## src/rtl/frec_pkg.sv

```systemverilog
// frec_pkg: shared types for the float relative equal compare unit
// no dependencies
`timescale 1ns / 1ps
`default_nettype none
package frec_pkg;

  localparam int unsigned FracW = 23;
  localparam int unsigned ExpW  = 8;
  // guard, round and sticky below the fraction
  localparam int unsigned GrsW  = 3;
  // hidden bit, fraction, guard, round, sticky
  localparam int unsigned AlW   = FracW + 1 + GrsW;
  localparam int unsigned SumW  = AlW + 1;

  // status that travels with each item
  typedef struct packed {
    logic any_nan;
    logic any_inf;
    logic sub_nan;
  } frec_flags_t;

  // stage one result: aligned operands, magnitude larger first
  typedef struct packed {
    logic [ExpW-1:0]  exp_big;
    logic [AlW-1:0]   sig_big;
    logic [AlW-1:0]   sig_small;
    logic             eff_sub;
    logic [30:0]      mag_big;
    frec_flags_t      flags;
  } frec_align_t;

  // stage two result: raw sum and scaled bound
  typedef struct packed {
    logic [ExpW-1:0]  exp_big;
    logic [SumW-1:0]  sum;
    logic [30:0]      bound;
    frec_flags_t      flags;
  } frec_sum_t;

  // stage three result: normalised magnitude of the difference
  typedef struct packed {
    logic [30:0]      diff;
    logic [30:0]      bound;
    frec_flags_t      flags;
  } frec_norm_t;

endpackage
`default_nettype wire

```

## src/rtl/frec_align.sv

```systemverilog
// frec_align: unpacks operands, orders magnitudes and aligns the smaller one
// depends on frec_pkg
`timescale 1ns / 1ps
`default_nettype none
module frec_align
  import frec_pkg::*;
(
  input  wire logic [31:0] first_value_i,
  input  wire logic [31:0] second_value_i,
  output frec_align_t      align_o
);

  logic [30:0]     mag_a, mag_b, mag_big, mag_small;
  logic            swap;
  logic [ExpW-1:0] e_big, e_small, e_big_eff, e_small_eff;
  logic [AlW-1:0]  s_big, s_small, shifted;
  logic [ExpW-1:0] shift_amt;
  logic            sticky;
  logic            nan_a, nan_b, inf_a, inf_b;

  always_comb begin
    mag_a = first_value_i[30:0];
    mag_b = second_value_i[30:0];
    nan_a = (mag_a[30:23] == 8'hFF) && (mag_a[22:0] != '0);
    nan_b = (mag_b[30:23] == 8'hFF) && (mag_b[22:0] != '0);
    inf_a = (mag_a[30:23] == 8'hFF) && (mag_a[22:0] == '0);
    inf_b = (mag_b[30:23] == 8'hFF) && (mag_b[22:0] == '0);
    // order by magnitude
    swap      = mag_b > mag_a;
    mag_big   = swap ? mag_b : mag_a;
    mag_small = swap ? mag_a : mag_b;
    e_big     = mag_big[30:23];
    e_small   = mag_small[30:23];
    // subnormals use exponent one with no hidden bit
    e_big_eff   = (e_big == '0) ? 8'd1 : e_big;
    e_small_eff = (e_small == '0) ? 8'd1 : e_small;
    s_big   = {(e_big != '0), mag_big[22:0], 3'b000};
    s_small = {(e_small != '0), mag_small[22:0], 3'b000};
    shift_amt = e_big_eff - e_small_eff;
    // alignment shift with sticky collection
    if (shift_amt >= 8'(AlW)) begin
      shifted = '0;
      sticky  = s_small != '0;
    end else begin
      shifted = s_small >> shift_amt;
      sticky  = (s_small & ((AlW'(1) << shift_amt) - AlW'(1))) != '0;
    end
    align_o.exp_big   = e_big_eff;
    align_o.sig_big   = s_big;
    align_o.sig_small = {shifted[AlW-1:1], shifted[0] | sticky};
    align_o.eff_sub   = first_value_i[31] == second_value_i[31];
    align_o.mag_big   = mag_big;
    align_o.flags.any_nan = nan_a | nan_b;
    align_o.flags.any_inf = inf_a | inf_b;
    align_o.flags.sub_nan = inf_a & inf_b & (first_value_i[31] == second_value_i[31]);
  end

endmodule
`default_nettype wire

```

## src/rtl/frec_addsub.sv

```systemverilog
// frec_addsub: adds or subtracts the aligned significands, scales the bound
// depends on frec_pkg
`timescale 1ns / 1ps
`default_nettype none
module frec_addsub
  import frec_pkg::*;
(
  input  wire frec_align_t align_i,
  output frec_sum_t        sum_o
);

  logic [30:0] bound;
  logic [ExpW-1:0] e;
  logic [24:0] sig, shv;
  logic [4:0]  sh;
  logic        rb, st;

  // largest magnitude times 2^-23, round to nearest even
  always_comb begin
    e     = align_i.mag_big[30:23];
    sig   = {1'b0, (e != '0), align_i.mag_big[22:0]};
    bound = '0;
    sh    = '0;
    shv   = '0;
    rb    = 1'b0;
    st    = 1'b0;
    if (e == 8'hFF) begin
      bound = align_i.mag_big;
    end else if (e > 8'd23) begin
      bound = {e - 8'd23, align_i.mag_big[22:0]};
    end else begin
      // result subnormal: shift right by 24 - max(e,1)
      sh  = 5'(8'd24 - ((e == '0) ? 8'd1 : e));
      shv = sig >> sh;
      rb  = (sh == '0) ? 1'b0 : sig[sh - 5'd1];
      st  = (sh <= 5'd1) ? 1'b0 : ((sig & ((25'(1) << (sh - 5'd1)) - 25'(1))) != '0);
      bound = 31'(shv) + 31'(rb & (st | shv[0]));
    end
  end

  assign sum_o.exp_big = align_i.exp_big;
  assign sum_o.sum     = align_i.eff_sub ?
                         ({1'b0, align_i.sig_big} - {1'b0, align_i.sig_small}) :
                         ({1'b0, align_i.sig_big} + {1'b0, align_i.sig_small});
  assign sum_o.bound   = bound;
  assign sum_o.flags   = align_i.flags;

endmodule
`default_nettype wire

```

## src/rtl/frec_norm.sv

```systemverilog
// frec_norm: normalises and rounds the difference magnitude
// depends on frec_pkg
`timescale 1ns / 1ps
`default_nettype none
module frec_norm
  import frec_pkg::*;
(
  input  wire frec_sum_t sum_i,
  output frec_norm_t     norm_o
);

  logic [4:0]      lz;
  logic            found;
  logic [SumW-1:0] m;
  logic [9:0]      e;
  logic [4:0]      lsh;
  logic [24:0]     rnd;
  logic            g, st;
  logic [9:0]      e_out;
  logic [30:0]     res;

  always_comb begin
    // leading one search, index from the top
    lz    = '0;
    found = 1'b0;
    lsh   = '0;
    for (int i = SumW - 1; i >= 0; i--) begin
      if (!found && sum_i.sum[i]) begin
        found = 1'b1;
        lz    = 5'(SumW - 1 - i);
      end
    end
    e = {2'b00, sum_i.exp_big};
    m = sum_i.sum;
    if (sum_i.sum[SumW-1]) begin
      // carry out: shift right one, keep sticky
      m = {1'b0, sum_i.sum[SumW-1:2], sum_i.sum[1] | sum_i.sum[0]};
      e = e + 10'd1;
    end else begin
      // left shift limited so the exponent stays at least one
      lsh = ((10'(lz) - 10'd1) < (e - 10'd1)) ? (lz - 5'd1) : 5'(e - 10'd1);
      if (lz == '0) lsh = '0;
      m = sum_i.sum << lsh;
      e = e - 10'(lsh);
    end
    // m[AlW-1] is the hidden bit, then fraction, guard, then round/sticky
    g   = m[2];
    st  = m[1] | m[0];
    rnd = {1'b0, m[AlW-1:3]} + 25'(g & (st | m[3]));
    e_out = e;
    if (rnd[24]) begin
      rnd   = rnd >> 1;
      e_out = e + 10'd1;
    end
    if (rnd[23] == 1'b0) e_out = '0;
    if (e_out >= 10'd255) res = {8'hFF, 23'd0};
    else res = {e_out[7:0], rnd[22:0]};
    if (!found) res = '0;
    norm_o.diff  = res;
    norm_o.bound = sum_i.bound;
    norm_o.flags = sum_i.flags;
  end

endmodule
`default_nettype wire

```

## src/rtl/float_relative_equal_compare_unit.sv

```systemverilog
// float_relative_equal_compare_unit: pipelined relative near-equality test
// depends on frec_pkg, frec_align, frec_addsub, frec_norm
//
//   channel | valid   | stall   | payload
//   in      | valid_i | stall_o | first_value_i, second_value_i
//   out     | valid_o | stall_i | nearly_equal_o
//
// four register stages: align, add/subtract with bound, normalise/round, compare
// one item per cycle unless stalled; valid_o is registered with the result
// reset clears the stage valid bits only
// a stall holds the full run of stages at the output; empty stages keep filling
`timescale 1ns / 1ps
`default_nettype none
module float_relative_equal_compare_unit
  import frec_pkg::*;
(
  input  wire logic        clk_i,
  input  wire logic        rst_ni,
  input  wire logic        valid_i,
  output logic             stall_o,
  input  wire logic [31:0] first_value_i,
  input  wire logic [31:0] second_value_i,
  output logic             valid_o,
  input  wire logic        stall_i,
  output logic             nearly_equal_o
);

  frec_align_t al_d, al_q;
  frec_sum_t   sm_d, sm_q;
  frec_norm_t  nm_d, nm_q;
  logic        v1_q, v2_q, v3_q, v4_q;
  logic        eq_d, eq_q;
  logic        en1, en2, en3, en4;

  frec_align  u_align  (.first_value_i, .second_value_i, .align_o(al_d));
  frec_addsub u_addsub (.align_i(al_q), .sum_o(sm_d));
  frec_norm   u_norm   (.sum_i(sm_q), .norm_o(nm_d));

  // stage enables: a stage moves when its successor can take it
  assign en4 = !v4_q || !stall_i;
  assign en3 = !v3_q || en4;
  assign en2 = !v2_q || en3;
  assign en1 = !v1_q || en2;
  assign stall_o = !en1;

  // final compare, unordered gives zero
  always_comb begin
    if (nm_q.flags.any_nan || nm_q.flags.sub_nan) eq_d = 1'b0;
    else if (nm_q.flags.any_inf) eq_d = 1'b1;
    else eq_d = nm_q.diff <= nm_q.bound;
  end

  // valid bits
  always_ff @(posedge clk_i or negedge rst_ni) begin
    if (!rst_ni) begin
      v1_q <= 1'b0;
      v2_q <= 1'b0;
      v3_q <= 1'b0;
      v4_q <= 1'b0;
    end else begin
      if (en1) v1_q <= valid_i;
      if (en2) v2_q <= v1_q;
      if (en3) v3_q <= v2_q;
      if (en4) v4_q <= v3_q;
    end
  end

  // payload registers
  always_ff @(posedge clk_i) begin
    if (en1) al_q <= al_d;
    if (en2) sm_q <= sm_d;
    if (en3) nm_q <= nm_d;
    if (en4) eq_q <= eq_d;
  end

  assign valid_o        = v4_q;
  assign nearly_equal_o = eq_q;

endmodule
`default_nettype wire

```

## config.mk

```make
export PLATFORM = sky130hd
export DESIGN_NAME = float_relative_equal_compare_unit
export DESIGN_NICKNAME = d
export VERILOG_FILES = /design/src/rtl/frec_pkg.sv /design/src/rtl/frec_align.sv /design/src/rtl/frec_addsub.sv /design/src/rtl/frec_norm.sv /design/src/rtl/float_relative_equal_compare_unit.sv
export SDC_FILE = /design/constraint.sdc
export NUM_CORES = 1
export LEC_CHECK = 0
export BUFFER_PORTS_ARGS = -buffer_cell sky130_fd_sc_hd__buf_2
export CORE_ASPECT_RATIO = 1.75
export CORE_MARGIN = 5
export CORE_UTILIZATION = 40
export CTS_BUF_LIST = sky130_fd_sc_hd__clkbuf_8
export CTS_CLUSTER_DIAMETER = 30
export DETAILED_ROUTE_END_ITERATION = 6
export PLACE_DENSITY = 0.62
export SYNTH_ARGS = -nofsm -noshare
export SYNTH_HDL_FRONTEND = slang
export SYNTH_HIERARCHICAL = 1
export SYNTH_SLANG_ARGS = --single-unit
```

## constraint.sdc

```tcl
create_clock -name clk_i -period 8.5 [get_ports clk_i]
set_clock_uncertainty 0.2 [all_clocks]
set_input_delay 0.425 -clock clk_i [delete_from_list [all_inputs] [get_ports clk_i]]
set_output_delay 0.425 -clock clk_i [all_outputs]
set_load 0.05 [all_outputs]
```

==> results.toml <==
[setup_path]
crit_family = "compound AO/OA/AOI/OAI gates"
r2r_cells = 26
startpoint = "sm_q[59]"
cp.buffers_inverters = 4
critical_path.slowest_cell = "or4_1"
critPathLaunchType = "register"
crit_fanout = 25
critPathCaptureType = "register"
r2r-end = "nm_q[60]"
cp.arrival_ns = 8.25
cpPeakStageDelay_ns = 0.62
worstSetupPathType = "reg2reg"
path_common_cell = "buf_4"
reg2reg_setup_slack_ns = 0.38
r2r_start = "sm_q[59]"
worstPathRequired_ns = 8.63

[yosys]
yosys_warnings = 6
synth_top_area_cell = "edfxtp_1"
yosysTopAreaCellShare = 0.303
ys_seq_elements = 237
synthDistinctLibCells = 113
synthArstFlopShare = 0.0169
syn-cell-area_um2 = 23100
ys_seq_area_frac = 0.307
synthFlopType = "edfxtp_1"
synth.area.top_cells = "edfxtp_1 (30%), ha_1 (6.8%), nand2_1 (3.9%)"
synth-edff-count = 233
netlist_instances = 2581
syn_area_per_cell_um2 = 8.95

[power]
p_per_area_nw_per_um2 = 463
leakagePower_nw = 9.80
peakVddDrop_mv = 0.265

[min_path]
hold_path_class = "in2reg"
hold_end = "al_q[30]"
min_path_cells = 2
hp-start = "first_value_i[27]"

[global_routing]
grt_pass1_wl_um = 129000
grt_overflow = 0
grtUsageTotal = 0.269
grt_start_max_net_pins = 78
antenna_found_initial = 1
first_global_vias = 21300

[layout]
drive_gt1_frac = 0.186
seqCellArea_um2 = 7100
nets = 2826
design_area_um2 = 25500
multi_input_area_um2 = 14400
stdcell_count = 3430
num-fill-cells = 5615
fin_util = 0.447
areaGrowthSynthToFinish_pct = 10.6

[drt]
drt-total-wl_um = 87100
drt_iter0_drc = 1788
num_vias = 21300
firstDrtPassIters = 6
post-route-drc-count = 0
post_drt_wl_per_cell_um = 25.4
postRouteAntennaNets = 0
viasPerCell = 6.20

[clock_network]
numCtsBuffers = 41
clkSlewWorstSetupHoldPaths_ns = 0.07
htreeDepth = 2
clock_latency_ns = 0.59
clkSinkCount = 237
clk_path_buf_depth = 3
cts_root_buffer = "clkbuf_8"
cts_tree = "yes"

[floorplanning]
core_um2 = 57200
fp.dieH_um = 328
die_w_um = 192
ios = 71
die_area_um2 = 62800
start_util = 0.404
rows = 116

[job]
drv_cap = 0

[timing]
slew_headroom = 0.256
finalSetupViolCount = 0
holdWs_ns = 0.0533
tightest_slew_ns = 1.10
max_freq_mhz = 123
min_period_over_period = 0.955
min_period_ns = 8.12
fin_setup_tns_ns = 0
slew_violations = 0
hold_viol_final = 0
grt_setup_unrepaired = "false"

[placed_design]
gp_congestion = 1.03
place_area_um2 = 24400
dp_cells = 3345
dp_hpwl_um = 69300
portBuffers = 70

[outcome]
status = "complete, no violations"
## kinds of logic (layout without fill, tap and decap cells)
group                    Yosys count  in the layout  synth area share
adder cells (fa/ha/maj)          128            128            0.0703
buffers and inverters            353            432            0.0740
multiplexers                     177            177             0.101
AO/OA/AOI/OAI                    704            704             0.212
AND/OR/NAND/NOR                  849            849             0.185
flip-flops                       237            237             0.307
XOR/XNOR                         132            132            0.0500
other                              1              4          0.000162
## routing by layer
metal | wire, µm | GRT usage | vias up
li1 | - | - | 9788
met1 | 28600 | 0.262 | 10200
met2 | 46300 | 0.507 | 920
met3 | 4130 | 0.0288 | 320
met4 | 8100 | 0.209 | 0
met5 | 0 | 0 | -
## timing repair
action / in CTS / in global routing
endpoints found under the hold margin: 10 / 0
hold buffers: 8 / 0
setup endpoints to repair: 0 / 31
buffers inserted: 0 / 1
gates resized for setup: 0 / 12
## report_power, final
group	leakage (nW)	total, mW	switching (mW)	internal [mW]
Combinational	6.83	8.55	5.33	3.22
Sequential	2.49	2.07	0.289	1.78
Clock	0.486	1.19	0.523	0.666
Total	9.80	11.8	6.14	5.67
## cell usage after synthesis (all sizes together), types with 22 or more instances
| library cell | instances |
|---|---|
| nand2 | 239 |
| edfxtp | 233 |
| nor2 | 200 |
| a21oi | 189 |
| buf | 125 |
| ha | 125 |
| o21ai | 125 |
| inv | 123 |
| clkbuf | 103 |
| nand3 | 93 |
| xnor2 | 89 |
| mux2i | 77 |
| nor3 | 64 |
| mux2 | 61 |
| nor4 | 51 |
| o211ai | 45 |
| nand4 | 44 |
| xor2 | 43 |
| mux4 | 39 |
| a211oi | 38 |
| o22ai | 28 |
| nand2b | 27 |
| a31oi | 26 |
| and2 | 22 |
| nor2b | 22 |
## placed cells by master (no fill, tap or decap), types with 20 or more instances in the layout
cell and instances:
a21oi_1 166, nand2b_1 27, mux4_2 39, a211oi_1 38, o22ai_1 26, a21oi_2 23
nor2_1 200, nand3_1 91, xor2_1 41, xnor2_1 88, clkbuf_8 41, o21ai_0 111
nand2_1 237, nor2b_1 21, mux2_2 61, edfxtp_1 233, nand4_1 40, buf_2 70
nor3_1 62, a31oi_1 25, mux2i_1 76, and2_1 20, ha_1 125, buf_4 149
nor4_1 40, inv_1 121, o211ai_1 44
## flip-flops by register name (all words and copies together), names as in the netlist
signal / flops
nm_q: 65
v2_q: 1
al_q: 97
sm_q: 70
v1_q: 1
v3_q: 1
nearly_equal_o: 1
valid_o: 1
## area by class of cell
class	instances	area share
Clock inverter	34	0.0149
Sequential cell	237	0.278
Inverter	125	0.0184
Timing Repair Buffer	232	0.0646
Multi-Input combinational cell	1993	0.565
Tap cell	767	0.0376
Antenna cell	1	0.0000980
Clock buffer	41	0.0221
## through the flow
step	total power, mW	worst slack, ns
after CTS	11.6	0.166
after floorplan	7.31	0.125
after global placement	10.4	0.240
after global routing	12.5	0.00570
after detailed placement	10.4	0.198
final	11.8	0.384
## worst max path at each step
stage                    end  slack [ns]  cells past startpoint
global route        nm_q[60]       0.006                     28
floorplan           nm_q[37]        0.13                     34
detailed placement  nm_q[35]        0.20                     31
finish              nm_q[60]        0.38                     26
global placement    nm_q[60]        0.24                     32
CTS                 nm_q[35]        0.17                     31
Note: power is estimated with default switching activity, not from simulation.
